<file path="src/tksd_pkg.sv">
// Shared types, constants and lookup functions for the terminal key sequence decoder.
// Used by tksd_front, tksd_back and the top level; depends on nothing.
`default_nettype none
package tksd_pkg;

  localparam int unsigned SeqMaxDefault    = 8;
  localparam int unsigned CoordBitsDefault = 12;
  localparam int unsigned NumW             = 16;  // widest mouse number carried in an item
  localparam int unsigned MatchBytes       = 4;   // longest CSI body that can match a key

  localparam logic [7:0] ChEsc   = 8'h1B;
  localparam logic [7:0] ChTab   = 8'h09;
  localparam logic [7:0] ChDel   = 8'h7F;
  localparam logic [7:0] ChC2    = 8'hC2;
  localparam logic [7:0] ChBrack = 8'h5B;
  localparam logic [7:0] ChLt    = 8'h3C;
  localparam logic [7:0] ChSemi  = 8'h3B;
  localparam logic [7:0] ChTilde = 8'h7E;

  localparam logic [4:0] KeyPlain = 5'd0;
  localparam logic [4:0] KeyEsc   = 5'd1;
  localparam logic [4:0] KeyBack  = 5'd6;
  localparam logic [4:0] KeyF1    = 5'd13;

  // modifier bits: [0] shift, [1] alt, [2] ctrl
  localparam logic [2:0] ModNone  = 3'b000;
  localparam logic [2:0] ModShift = 3'b001;
  localparam logic [2:0] ModAlt   = 3'b010;
  localparam logic [2:0] ModCtrl  = 3'b100;

  typedef enum logic [1:0] {
    KIND_KEY,
    KIND_CSI,
    KIND_MOUSE
  } kind_e;

  // item passed from front to back
  typedef struct packed {
    kind_e                       kind;
    logic [15:0]                 code;
    logic [4:0]                  named;
    logic [2:0]                  mods;
    logic                        tab;
    logic [MatchBytes-1:0][7:0]  seq;
    logic [2:0]                  seq_len;
    logic                        csi_ok;
    logic                        mouse_ok;
    logic [NumW-1:0]             num0;
    logic [NumW-1:0]             num1;
    logic [NumW-1:0]             num2;
  } rec_t;

  // result item
  typedef struct packed {
    logic [15:0]       key_code;
    logic [4:0]        named_key;
    logic              ctrl_flag;
    logic              alt_flag;
    logic              shift_flag;
    logic              tab_flag;
    logic              any_modifier;
    logic              is_mouse;
    logic [1:0]        mouse_button;
    logic signed [1:0] mouse_wheel;
    logic [11:0]       mouse_col;
    logic [11:0]       mouse_row;
  } res_t;

  function automatic logic is_letter(input logic [7:0] c);
    return (c >= 8'h41 && c <= 8'h5A) || (c >= 8'h61 && c <= 8'h7A);
  endfunction

  function automatic logic is_digit(input logic [7:0] c);
    return c >= 8'h30 && c <= 8'h39;
  endfunction

  function automatic logic [4:0] letter_key(input logic [7:0] c);
    logic [4:0] k;
    unique case (c)
      8'h41:   k = 5'd9;
      8'h42:   k = 5'd10;
      8'h43:   k = 5'd12;
      8'h44:   k = 5'd11;
      8'h46:   k = 5'd3;
      8'h48:   k = 5'd2;
      default: k = KeyPlain;
    endcase
    return k;
  endfunction

  function automatic logic [2:0] mod_bits(input logic [7:0] c);
    logic [2:0] m;
    unique case (c)
      8'h32:   m = 3'd1;
      8'h33:   m = 3'd2;
      8'h34:   m = 3'd3;
      8'h35:   m = 3'd4;
      8'h36:   m = 3'd5;
      default: m = ModNone;
    endcase
    return m;
  endfunction

  // vt tilde code number to named key
  function automatic logic [4:0] tilde_key(input logic [4:0] n);
    logic [4:0] k;
    unique case (n)
      5'd1, 5'd7: k = 5'd2;
      5'd2:       k = 5'd5;
      5'd3:       k = 5'd4;
      5'd4, 5'd8: k = 5'd3;
      5'd5:       k = 5'd7;
      5'd6:       k = 5'd8;
      5'd11:      k = 5'd13;
      5'd12:      k = 5'd14;
      5'd13:      k = 5'd15;
      5'd14:      k = 5'd16;
      5'd15:      k = 5'd17;
      5'd17:      k = 5'd18;
      5'd18:      k = 5'd19;
      5'd19:      k = 5'd20;
      5'd20:      k = 5'd21;
      5'd21:      k = 5'd22;
      5'd23:      k = 5'd23;
      5'd24:      k = 5'd24;
      default:    k = KeyPlain;
    endcase
    return k;
  endfunction

endpackage
`default_nettype wire

</file>
<file path="src/tksd_fifo.sv">
// Two-entry queue with push/full and pop/empty sides, used between the stages.
// Stand-alone; data width is a parameter.
`default_nettype none
module tksd_fifo #(
  parameter int unsigned WIDTH = 8
) (
  input  wire logic             clk_i,
  input  wire logic             rst_ni,
  input  wire logic             push_i,
  input  wire logic [WIDTH-1:0] data_i,
  output logic                  full_o,
  input  wire logic             pop_i,
  output logic [WIDTH-1:0]      data_o,
  output logic                  empty_o
);

  logic [WIDTH-1:0] slot_q [2];
  logic [1:0]       cnt_q, cnt_d;
  logic             wr_q, rd_q;
  logic             do_push, do_pop;

  assign full_o  = cnt_q[1];
  assign empty_o = (cnt_q == 2'd0);
  assign data_o  = slot_q[rd_q];
  assign do_push = push_i && !full_o;
  assign do_pop  = pop_i && !empty_o;

  always_comb begin
    cnt_d = cnt_q;
    if (do_push && !do_pop) cnt_d = cnt_q + 2'd1;
    else if (do_pop && !do_push) cnt_d = cnt_q - 2'd1;
  end

  // advance pointers and count
  always_ff @(posedge clk_i or negedge rst_ni) begin
    if (!rst_ni) begin
      cnt_q <= 2'd0;
      wr_q  <= 1'b0;
      rd_q  <= 1'b0;
    end else begin
      cnt_q <= cnt_d;
      if (do_push) wr_q <= !wr_q;
      if (do_pop)  rd_q <= !rd_q;
    end
  end

  // hold data
  always_ff @(posedge clk_i) begin
    if (do_push) slot_q[wr_q] <= data_i;
  end

endmodule
`default_nettype wire

</file>
<file path="src/tksd_front.sv">
// Front stage: takes raw bytes, tracks escape/CSI/mouse parse state, emits classified items.
// Depends on tksd_pkg.
`default_nettype none
module tksd_front
  import tksd_pkg::*;
#(
  parameter int unsigned SEQ_MAX    = SeqMaxDefault,
  parameter int unsigned COORD_BITS = CoordBitsDefault
) (
  input  wire logic       clk_i,
  input  wire logic       rst_ni,
  input  wire logic       take_i,
  input  wire logic [7:0] in_byte_i,
  input  wire logic       more_pending_i,
  output logic            rec_valid_o,
  output rec_t            rec_o
);

  localparam int unsigned LenW = $clog2(SEQ_MAX + 1);
  localparam logic [LenW-1:0] LenMax = LenW'(SEQ_MAX);
  localparam logic [COORD_BITS-1:0] CoordMax = '1;

  localparam logic [2:0] PH_IDLE  = 3'd0;
  localparam logic [2:0] PH_ESC   = 3'd1;
  localparam logic [2:0] PH_CSI   = 3'd2;
  localparam logic [2:0] PH_MOUSE = 3'd3;
  localparam logic [2:0] PH_C2    = 3'd4;

  logic [2:0]                  ph_q, ph_d;
  logic [MatchBytes-1:0][7:0]  seq_q, seq_d;
  logic [LenW-1:0]             len_q, len_d;
  logic                        ovf_q, ovf_d;
  logic [COORD_BITS-1:0]       num_q [3];
  logic [COORD_BITS-1:0]       num_d [3];
  logic [1:0]                  idx_q, idx_d;
  logic [2:0]                  dseen_q, dseen_d;
  logic                        bad_q, bad_d;
  logic [COORD_BITS+3:0]       mac;
  logic [1:0]                  idx_sel;
  logic [7:0]                  c;
  logic                        term;

  assign c    = in_byte_i;
  assign term = is_letter(c) || (c == ChTilde);
  assign idx_sel = (idx_q > 2'd2) ? 2'd2 : idx_q;
  assign mac  = ({4'd0, num_q[idx_sel]} * (COORD_BITS+4)'(10))
              + (COORD_BITS+4)'(c[3:0]);

  // parse one byte
  always_comb begin
    ph_d        = ph_q;
    seq_d       = seq_q;
    len_d       = len_q;
    ovf_d       = ovf_q;
    num_d       = num_q;
    idx_d       = idx_q;
    dseen_d     = dseen_q;
    bad_d       = bad_q;
    rec_valid_o = 1'b0;
    rec_o       = '0;
    rec_o.kind  = KIND_KEY;
    unique case (ph_q)
      PH_ESC: begin
        if (c == ChEsc) begin
          ph_d = PH_ESC;
        end else if (is_letter(c)) begin
          ph_d = PH_IDLE;
          rec_valid_o = 1'b1;
          rec_o.code  = {8'd0, c};
          rec_o.mods  = ModAlt;
        end else if (c == ChBrack) begin
          ph_d  = PH_CSI;
          len_d = '0;
          ovf_d = 1'b0;
        end else begin
          ph_d = PH_IDLE;
          rec_valid_o = 1'b1;
          rec_o.code  = {8'd0, c};
          rec_o.named = (c == ChDel) ? KeyBack : KeyPlain;
        end
      end
      PH_CSI: begin
        if (len_q == '0 && c == ChLt) begin
          ph_d    = PH_MOUSE;
          num_d   = '{default: '0};
          idx_d   = 2'd0;
          dseen_d = 3'd0;
          bad_d   = 1'b0;
        end else begin
          if (len_q < LenMax) begin
            if (len_q < LenW'(MatchBytes)) seq_d[len_q[1:0]] = c;
            len_d = len_q + LenW'(1);
          end else begin
            ovf_d = 1'b1;
          end
          if (term) begin
            ph_d = PH_IDLE;
            rec_valid_o   = 1'b1;
            rec_o.kind    = KIND_CSI;
            rec_o.seq     = seq_d;
            rec_o.seq_len = 3'(len_d);
            rec_o.csi_ok  = !ovf_d && (len_d <= LenW'(MatchBytes));
          end
        end
      end
      PH_MOUSE: begin
        if (term) begin
          ph_d = PH_IDLE;
          rec_valid_o    = 1'b1;
          rec_o.kind     = KIND_MOUSE;
          rec_o.mouse_ok = !bad_q && (idx_q == 2'd2) && dseen_q[2];
          rec_o.num0     = NumW'(num_q[0]);
          rec_o.num1     = NumW'(num_q[1]);
          rec_o.num2     = NumW'(num_q[2]);
        end else if (idx_q > 2'd2) begin
          bad_d = 1'b1;
        end else if (is_digit(c)) begin
          num_d[idx_sel]   = (mac > (COORD_BITS+4)'(CoordMax)) ? CoordMax
                                                               : mac[COORD_BITS-1:0];
          dseen_d[idx_sel] = 1'b1;
        end else if (c == ChSemi && idx_q < 2'd2 && dseen_q[idx_sel]) begin
          idx_d = idx_q + 2'd1;
        end else begin
          bad_d = 1'b1;
        end
      end
      PH_C2: begin
        ph_d = PH_IDLE;
        rec_valid_o = 1'b1;
        rec_o.code  = {ChC2, c};
      end
      default: begin
        ph_d = PH_IDLE;
        if (c == ChEsc) begin
          if (!more_pending_i) begin
            rec_valid_o = 1'b1;
            rec_o.code  = {8'd0, ChEsc};
            rec_o.named = KeyEsc;
          end else begin
            ph_d = PH_ESC;
          end
        end else if (c < ChEsc) begin
          rec_valid_o = 1'b1;
          if (c == ChTab) begin
            rec_o.code = 16'h0049;
            rec_o.tab  = 1'b1;
          end else begin
            rec_o.code = {8'd0, c + 8'd64};
            rec_o.mods = ModCtrl;
          end
        end else if (c == ChC2) begin
          ph_d = PH_C2;
        end else begin
          rec_valid_o = 1'b1;
          rec_o.code  = {8'd0, c};
          rec_o.named = (c == ChDel) ? KeyBack : KeyPlain;
        end
      end
    endcase
    if (!take_i) rec_valid_o = 1'b0;
  end

  // update parse state on an accepted byte
  always_ff @(posedge clk_i or negedge rst_ni) begin
    if (!rst_ni) begin
      ph_q    <= PH_IDLE;
      len_q   <= '0;
      ovf_q   <= 1'b0;
      num_q   <= '{default: '0};
      idx_q   <= 2'd0;
      dseen_q <= 3'd0;
      bad_q   <= 1'b0;
    end else if (take_i) begin
      ph_q    <= ph_d;
      len_q   <= len_d;
      ovf_q   <= ovf_d;
      num_q   <= num_d;
      idx_q   <= idx_d;
      dseen_q <= dseen_d;
      bad_q   <= bad_d;
    end
  end

  // hold collected sequence bytes
  always_ff @(posedge clk_i) begin
    if (take_i) seq_q <= seq_d;
  end

endmodule
`default_nettype wire

</file>
<file path="src/tksd_back.sv">
// Back stage: matches CSI bodies to keys; formats mouse and key results.
// Purely combinational; depends on tksd_pkg.
`default_nettype none
module tksd_back
  import tksd_pkg::*;
(
  input  wire rec_t rec_i,
  output res_t      res_o
);

  logic [7:0] b0, b1, b2, fin;
  logic       ok;
  logic [4:0] named;
  logic [2:0] mods;
  logic       tab;
  logic [4:0] n2;

  assign b0  = rec_i.seq[0];
  assign b1  = rec_i.seq[1];
  assign b2  = rec_i.seq[2];
  assign fin = rec_i.seq[rec_i.seq_len[1:0] - 2'd1];
  assign n2  = ((b0 == 8'h31) ? 5'd10 : 5'd20) + {1'b0, b1[3:0]};

  // match the CSI body
  always_comb begin
    ok = 1'b0; named = KeyPlain; mods = ModNone; tab = 1'b0;
    if (rec_i.csi_ok) begin
      unique case (rec_i.seq_len)
        3'd1: begin
          if (fin == 8'h5A) begin
            ok = 1'b1; mods = ModShift; tab = 1'b1;
          end else begin
            named = letter_key(fin);
            ok = (named != KeyPlain);
          end
        end
        3'd2: begin
          if (b0 == 8'h31 && fin >= 8'h50 && fin <= 8'h53) begin
            ok = 1'b1; named = KeyF1 + {3'd0, fin[1:0]};
          end else if (fin == ChTilde && b0 >= 8'h31 && b0 <= 8'h38) begin
            ok = 1'b1; named = tilde_key({1'b0, b0[3:0]});
          end
        end
        3'd3: begin
          if (fin == ChTilde && (b0 == 8'h31 || b0 == 8'h32) && is_digit(b1)
              && n2 < 5'd25) begin
            named = tilde_key(n2);
            ok = (named != KeyPlain);
          end
        end
        3'd4: begin
          if (b1 == ChSemi && mod_bits(b2) != ModNone) begin
            if (fin == ChTilde) begin
              if (b0 == 8'h32 || b0 == 8'h33 || b0 == 8'h35 || b0 == 8'h36) begin
                ok = 1'b1; named = tilde_key({1'b0, b0[3:0]});
              end
            end else if (b0 == 8'h31) begin
              named = letter_key(fin);
              ok = (named != KeyPlain);
            end
            if (ok) mods = mod_bits(b2);
          end
        end
        default: ok = 1'b0;
      endcase
    end
  end

  // format the result item
  always_comb begin
    res_o = '0;
    unique case (rec_i.kind)
      KIND_CSI: begin
        if (ok) begin
          res_o.key_code   = {8'd0, ChBrack};
          res_o.named_key  = named;
          res_o.shift_flag = mods[0];
          res_o.alt_flag   = mods[1];
          res_o.ctrl_flag  = mods[2];
          res_o.tab_flag   = tab;
        end else begin
          res_o.key_code  = {8'd0, ChEsc};
          res_o.named_key = KeyEsc;
        end
      end
      KIND_MOUSE: begin
        res_o.key_code = {8'd0, ChBrack};
        res_o.is_mouse = 1'b1;
        if (rec_i.mouse_ok) begin
          if (rec_i.num0 == NumW'(0))  res_o.mouse_button = 2'd1;
          if (rec_i.num0 == NumW'(2))  res_o.mouse_button = 2'd2;
          if (rec_i.num0 == NumW'(65)) res_o.mouse_wheel  = 2'sd1;
          if (rec_i.num0 == NumW'(64)) res_o.mouse_wheel  = -2'sd1;
          res_o.mouse_col = rec_i.num1[11:0];
          res_o.mouse_row = rec_i.num2[11:0];
        end
      end
      default: begin
        res_o.key_code   = rec_i.code;
        res_o.named_key  = rec_i.named;
        res_o.shift_flag = rec_i.mods[0];
        res_o.alt_flag   = rec_i.mods[1];
        res_o.ctrl_flag  = rec_i.mods[2];
        res_o.tab_flag   = rec_i.tab;
      end
    endcase
    res_o.any_modifier = res_o.ctrl_flag | res_o.alt_flag | res_o.shift_flag;
  end

endmodule
`default_nettype wire

</file>
<file path="src/terminal_key_sequence_decoder_top.sv">
// Top level of the terminal key sequence decoder: front parser, item queue, matcher, result queue.
// Depends on tksd_pkg, tksd_front, tksd_fifo and tksd_back.
`default_nettype none
// Turns a terminal byte stream into key and SGR mouse events. One byte is accepted per
// clock while full is low; a byte that ends a key gives one result, others give none.
// The item for a result is written into the item queue when its last byte is accepted,
// then passes the matcher into the result queue, whose head drives the ports. Both
// queues hold two items, so the block keeps taking one byte per cycle as long as
// results are popped at the rate they are made.
module terminal_key_sequence_decoder_top
  import tksd_pkg::*;
#(
  parameter int unsigned SEQ_MAX    = SeqMaxDefault,
  parameter int unsigned COORD_BITS = CoordBitsDefault
) (
  input  wire logic        clk_i,
  input  wire logic        rst_ni,
  input  wire logic        push,
  output logic             full,
  input  wire logic [7:0]  in_byte_i,
  input  wire logic        more_pending_i,
  output logic             empty,
  input  wire logic        pop,
  output logic [15:0]      key_code_o,
  output logic [4:0]       named_key_o,
  output logic             ctrl_flag_o,
  output logic             alt_flag_o,
  output logic             shift_flag_o,
  output logic             tab_flag_o,
  output logic             any_modifier_o,
  output logic             is_mouse_o,
  output logic [1:0]       mouse_button_o,
  output logic signed [1:0] mouse_wheel_o,
  output logic [11:0]      mouse_col_o,
  output logic [11:0]      mouse_row_o
);

  logic rec_valid, rec_full, rec_empty, res_full;
  rec_t rec_in, rec_head;
  res_t res_in, res_head;

  assign full = rec_full;

  tksd_front #(.SEQ_MAX(SEQ_MAX), .COORD_BITS(COORD_BITS)) u_front (
    .clk_i, .rst_ni,
    .take_i        (push && !rec_full),
    .in_byte_i,
    .more_pending_i,
    .rec_valid_o   (rec_valid),
    .rec_o         (rec_in)
  );

  tksd_fifo #(.WIDTH($bits(rec_t))) u_rec_q (
    .clk_i, .rst_ni,
    .push_i  (rec_valid),
    .data_i  (rec_in),
    .full_o  (rec_full),
    .pop_i   (!res_full),
    .data_o  (rec_head),
    .empty_o (rec_empty)
  );

  tksd_back u_back (
    .rec_i (rec_head),
    .res_o (res_in)
  );

  tksd_fifo #(.WIDTH($bits(res_t))) u_res_q (
    .clk_i, .rst_ni,
    .push_i  (!rec_empty),
    .data_i  (res_in),
    .full_o  (res_full),
    .pop_i   (pop),
    .data_o  (res_head),
    .empty_o (empty)
  );

  // drive result ports
  assign key_code_o     = res_head.key_code;
  assign named_key_o    = res_head.named_key;
  assign ctrl_flag_o    = res_head.ctrl_flag;
  assign alt_flag_o     = res_head.alt_flag;
  assign shift_flag_o   = res_head.shift_flag;
  assign tab_flag_o     = res_head.tab_flag;
  assign any_modifier_o = res_head.any_modifier;
  assign is_mouse_o     = res_head.is_mouse;
  assign mouse_button_o = res_head.mouse_button;
  assign mouse_wheel_o  = res_head.mouse_wheel;
  assign mouse_col_o    = res_head.mouse_col;
  assign mouse_row_o    = res_head.mouse_row;

endmodule
`default_nettype wire
</file>
<file path="config.mk">
export PLATFORM = sky130hd
export DESIGN_NAME = terminal_key_sequence_decoder_top
export DESIGN_NICKNAME = d
export VERILOG_FILES = /design/src/tksd_pkg.sv /design/src/tksd_fifo.sv /design/src/tksd_front.sv /design/src/tksd_back.sv /design/src/terminal_key_sequence_decoder_top.sv
export SDC_FILE = /design/constraint.sdc
export NUM_CORES = 1
export LEC_CHECK = 0
export BUFFER_PORTS_ARGS = -buffer_cell sky130_fd_sc_hd__buf_2
export CAP_MARGIN = 10
export CORE_ASPECT_RATIO = 0.8
export CORE_MARGIN = 2
export CORE_UTILIZATION = 55
export CTS_BUF_LIST = sky130_fd_sc_hd__clkbuf_4
export CTS_CLUSTER_DIAMETER = 50
export CTS_CLUSTER_SIZE = 16
export DETAILED_ROUTE_END_ITERATION = 10
export PLACE_DENSITY = 0.72
export SLEW_MARGIN = 15
export SYNTH_ARGS = -nofsm -noshare
export SYNTH_HDL_FRONTEND = slang
export SYNTH_HIERARCHICAL = 1
export SYNTH_SLANG_ARGS = --single-unit
export TNS_END_PERCENT = 100
</file>
<file path="constraint.sdc">
create_clock -name clk_i -period 22.7 [get_ports clk_i]
set_input_delay 3.405 -clock clk_i [delete_from_list [all_inputs] [get_ports clk_i]]
set_output_delay 3.405 -clock clk_i [all_outputs]
set_load 0.01 [all_outputs]
</file>
==> out/metrics.yaml <==
sta:
  slew_headroom_pct: 19.80
  skew_ps: 78.18
  min_period_ps: 7195
  setup_tns_ps: 0
  fin_crit_sh_pct: 31.69
  tightestPinTransition_ps: 1196
  maxSlewViolCount: 0
  fmax_mhz: 139.0
  hold_viol: 0
  final-setup-viol-count: 0
  rsz0062_at_grt: "false"
  setup_slack_ps: 15510
grt:
  grt_usage_pct: 22.09
  overflow: 0
  grt_max_degree: 82
  grt_pass1_vias: 11700
  grt_pass1_wl_mm: 67.83
  grt_antenna_before_repair: 1
clock_network:
  postCtsSetupRepairBufs: 0
  holdBufCountCts: 0
  insertion_delay_ps: 750
  ctsResizeCount: 0
  h-tree-depth: 2
  root_buffer: "clkbuf_4"
  cts_sinks: 408
  cts_buffers: 36
  clockBufferDepth: 3
  cts.reportedPaths.clkPinSlew_ps: 140
  cts_tree: "yes"
synth:
  syn_inst: 1524
  synthesis.area_um2: 20750
  yosysWarnings: 6
  synth_area_per_cell_um2: 13.62
route:
  vias_per_cell: 5.959
  ant_nets: 0
  wire_per_inst_um: 21.01
  drt_first_pass_iters: 6
  wl_mm: 43.65
  route.detailed.drc: 0
  vias: 12380
  drtIter0Drc: 1216
pwr:
  leakage_uw: 0.008358
  p_per_area_nw_per_um2: 103.9
  finalPower_uw: 2269
  ir_drop_mv: 0.09168
die:
  die-height_um: 177.7
  io_pins: 70
  initial_utilization_pct: 55.90
  fp.dieArea_um2: 39310
  num_rows: 63
  die_w_um: 221.2
  coreArea_um2: 37130
worst_setup_path:
  timing.rr.start: "u_rec_q/rd_q"
  crit_chain: "buf_2 -> nor2b_1 -> nor3b_1 -> o21a_1 -> nand2_1 -> a31oi_1 -> nand2b_1 -> nor2_4 -> buf_4"
  slowest_delay_ps: 970
  crit_fanout: 81
  cp-end-kind: "flip-flop"
  critPathLaunch: "in_byte_i[1]"
  critPathKind: "primary input to flip-flop"
  critPathSlowestCell: "buf_4"
  cp.arrival_ps: 7530
  crit_required_ps: 23030
  setup.worst_path.start_class: "primary input"
layout:
  num-fill-cells: 2906
  drive_gt1_share_pct: 24.29
  area.growth.synth_to_final_pct: 5.257
  final_util_pct: 58.84
  fin_nets: 1639
run:
  maxCapViolCount: 0
hold_path:
  min_from: "u_front/bad_q"
  hold_class: "flip-flop to flip-flop"
outcome:
  status: "finished clean"
placed_design:
  port_buffers: 69
  place_ws_ps: 14860
  dpl.hpwl_mm: 30.59
  gp_congestion: 0.8802
-- cell type report --
type                            instances  area [um^2]  share of cell area [%]
Tap cell                              487        609.3                   2.789
Antenna cell                            2        5.005                 0.02291
Clock inverter                         11        165.2                  0.7561
Inverter                               39        146.4                  0.6701
Timing Repair Buffer                   79        420.4                   1.925
Clock buffer                           51        382.9                   1.753
Multi-Input combinational cell       1001         8149                   37.30
Sequential cell                       408        11970                   54.78
-- final timing paths --
kind | end | slack (ps) | depth (start not counted)
min reg2reg | u_front/bad_q | 520 | 2
max reg2reg | u_res_q/slot_q[0][45] | 16950 | 15
max in group asynchronous | u_rec_q/rd_q | 19230 | 2
min in group asynchronous | u_front/num_q[15] | 2820 | 2
max | u_rec_q/slot_q[0][11] | 15510 | 9
min | u_front/bad_q | 520 | 2
-- stage by stage --
| step | area, um^2 | hold slack [ps] | instances |
|---|---|---|---|
| after CTS | 21840 | 521.1 | 2076 |
| final | 21840 | 519.3 | 2078 |
| after global routing | 21840 | 529.2 | 2077 |
| after detailed placement | 21290 | 487.8 | 2014 |
| after global placement | 21290 | 477.6 | 2014 |
| after floorplan | 20790 | 460.3 | 1535 |
-- placed cells by master (no fill, tap or decap), types with 33 or more instances in the layout --
| cell | n |
|---|---|
| nand2_1 | 93 |
| edfxtp_1 | 350 |
| o211ai_1 | 33 |
| and2_1 | 60 |
| inv_1 | 36 |
| mux2_2 | 82 |
| ha_1 | 59 |
| nor2_1 | 78 |
| a21oi_1 | 33 |
| dfrtp_1 | 56 |
| clkbuf_4 | 51 |
| buf_2 | 69 |
| o21ai_0 | 51 |
| mux2_4 | 107 |
| and3_1 | 60 |
-- power breakdown --
group	switching, uW	internal, uW	leakage (uW)	total (uW)
clock network	239	136	0.000316	374
logic	450	371	0.00408	821
registers	62.8	1010	0.00396	1070
-- sequential cells by signal (all words and copies together), names as in the netlist --
| name | count |
|---|---|
| u_front/bad_q | 1 |
| u_front/dseen_q | 3 |
| u_front/idx_q | 2 |
| u_front/len_q | 4 |
| u_front/num_q | 36 |
| u_front/ovf_q | 1 |
| u_front/ph_q | 3 |
| u_front/seq_q | 32 |
| u_rec_q/cnt_q | 2 |
| u_rec_q/rd_q | 1 |
| u_rec_q/slot_q | 208 |
| u_rec_q/wr_q | 1 |
| u_res_q/cnt_q | 2 |
| u_res_q/rd_q | 1 |
| u_res_q/slot_q | 110 |
| u_res_q/wr_q | 1 |
-- routing by layer --
layer,GRT usage (%),vias up,part of all wire [%]
met5,0,-,0
met4,4.530,0,1.4
met3,4.238,53,7.1
met2,30.38,418,41
met1,35.96,6123,51
li1,-,5789,-
-- critical path: cells and delay by family --
kind | cells | cell delay [ps]
buf+inv | 2 | 1240
compound gates | 2 | 1030
simple gates | 5 | 1810
Note: power is estimated with default switching activity, not from simulation.
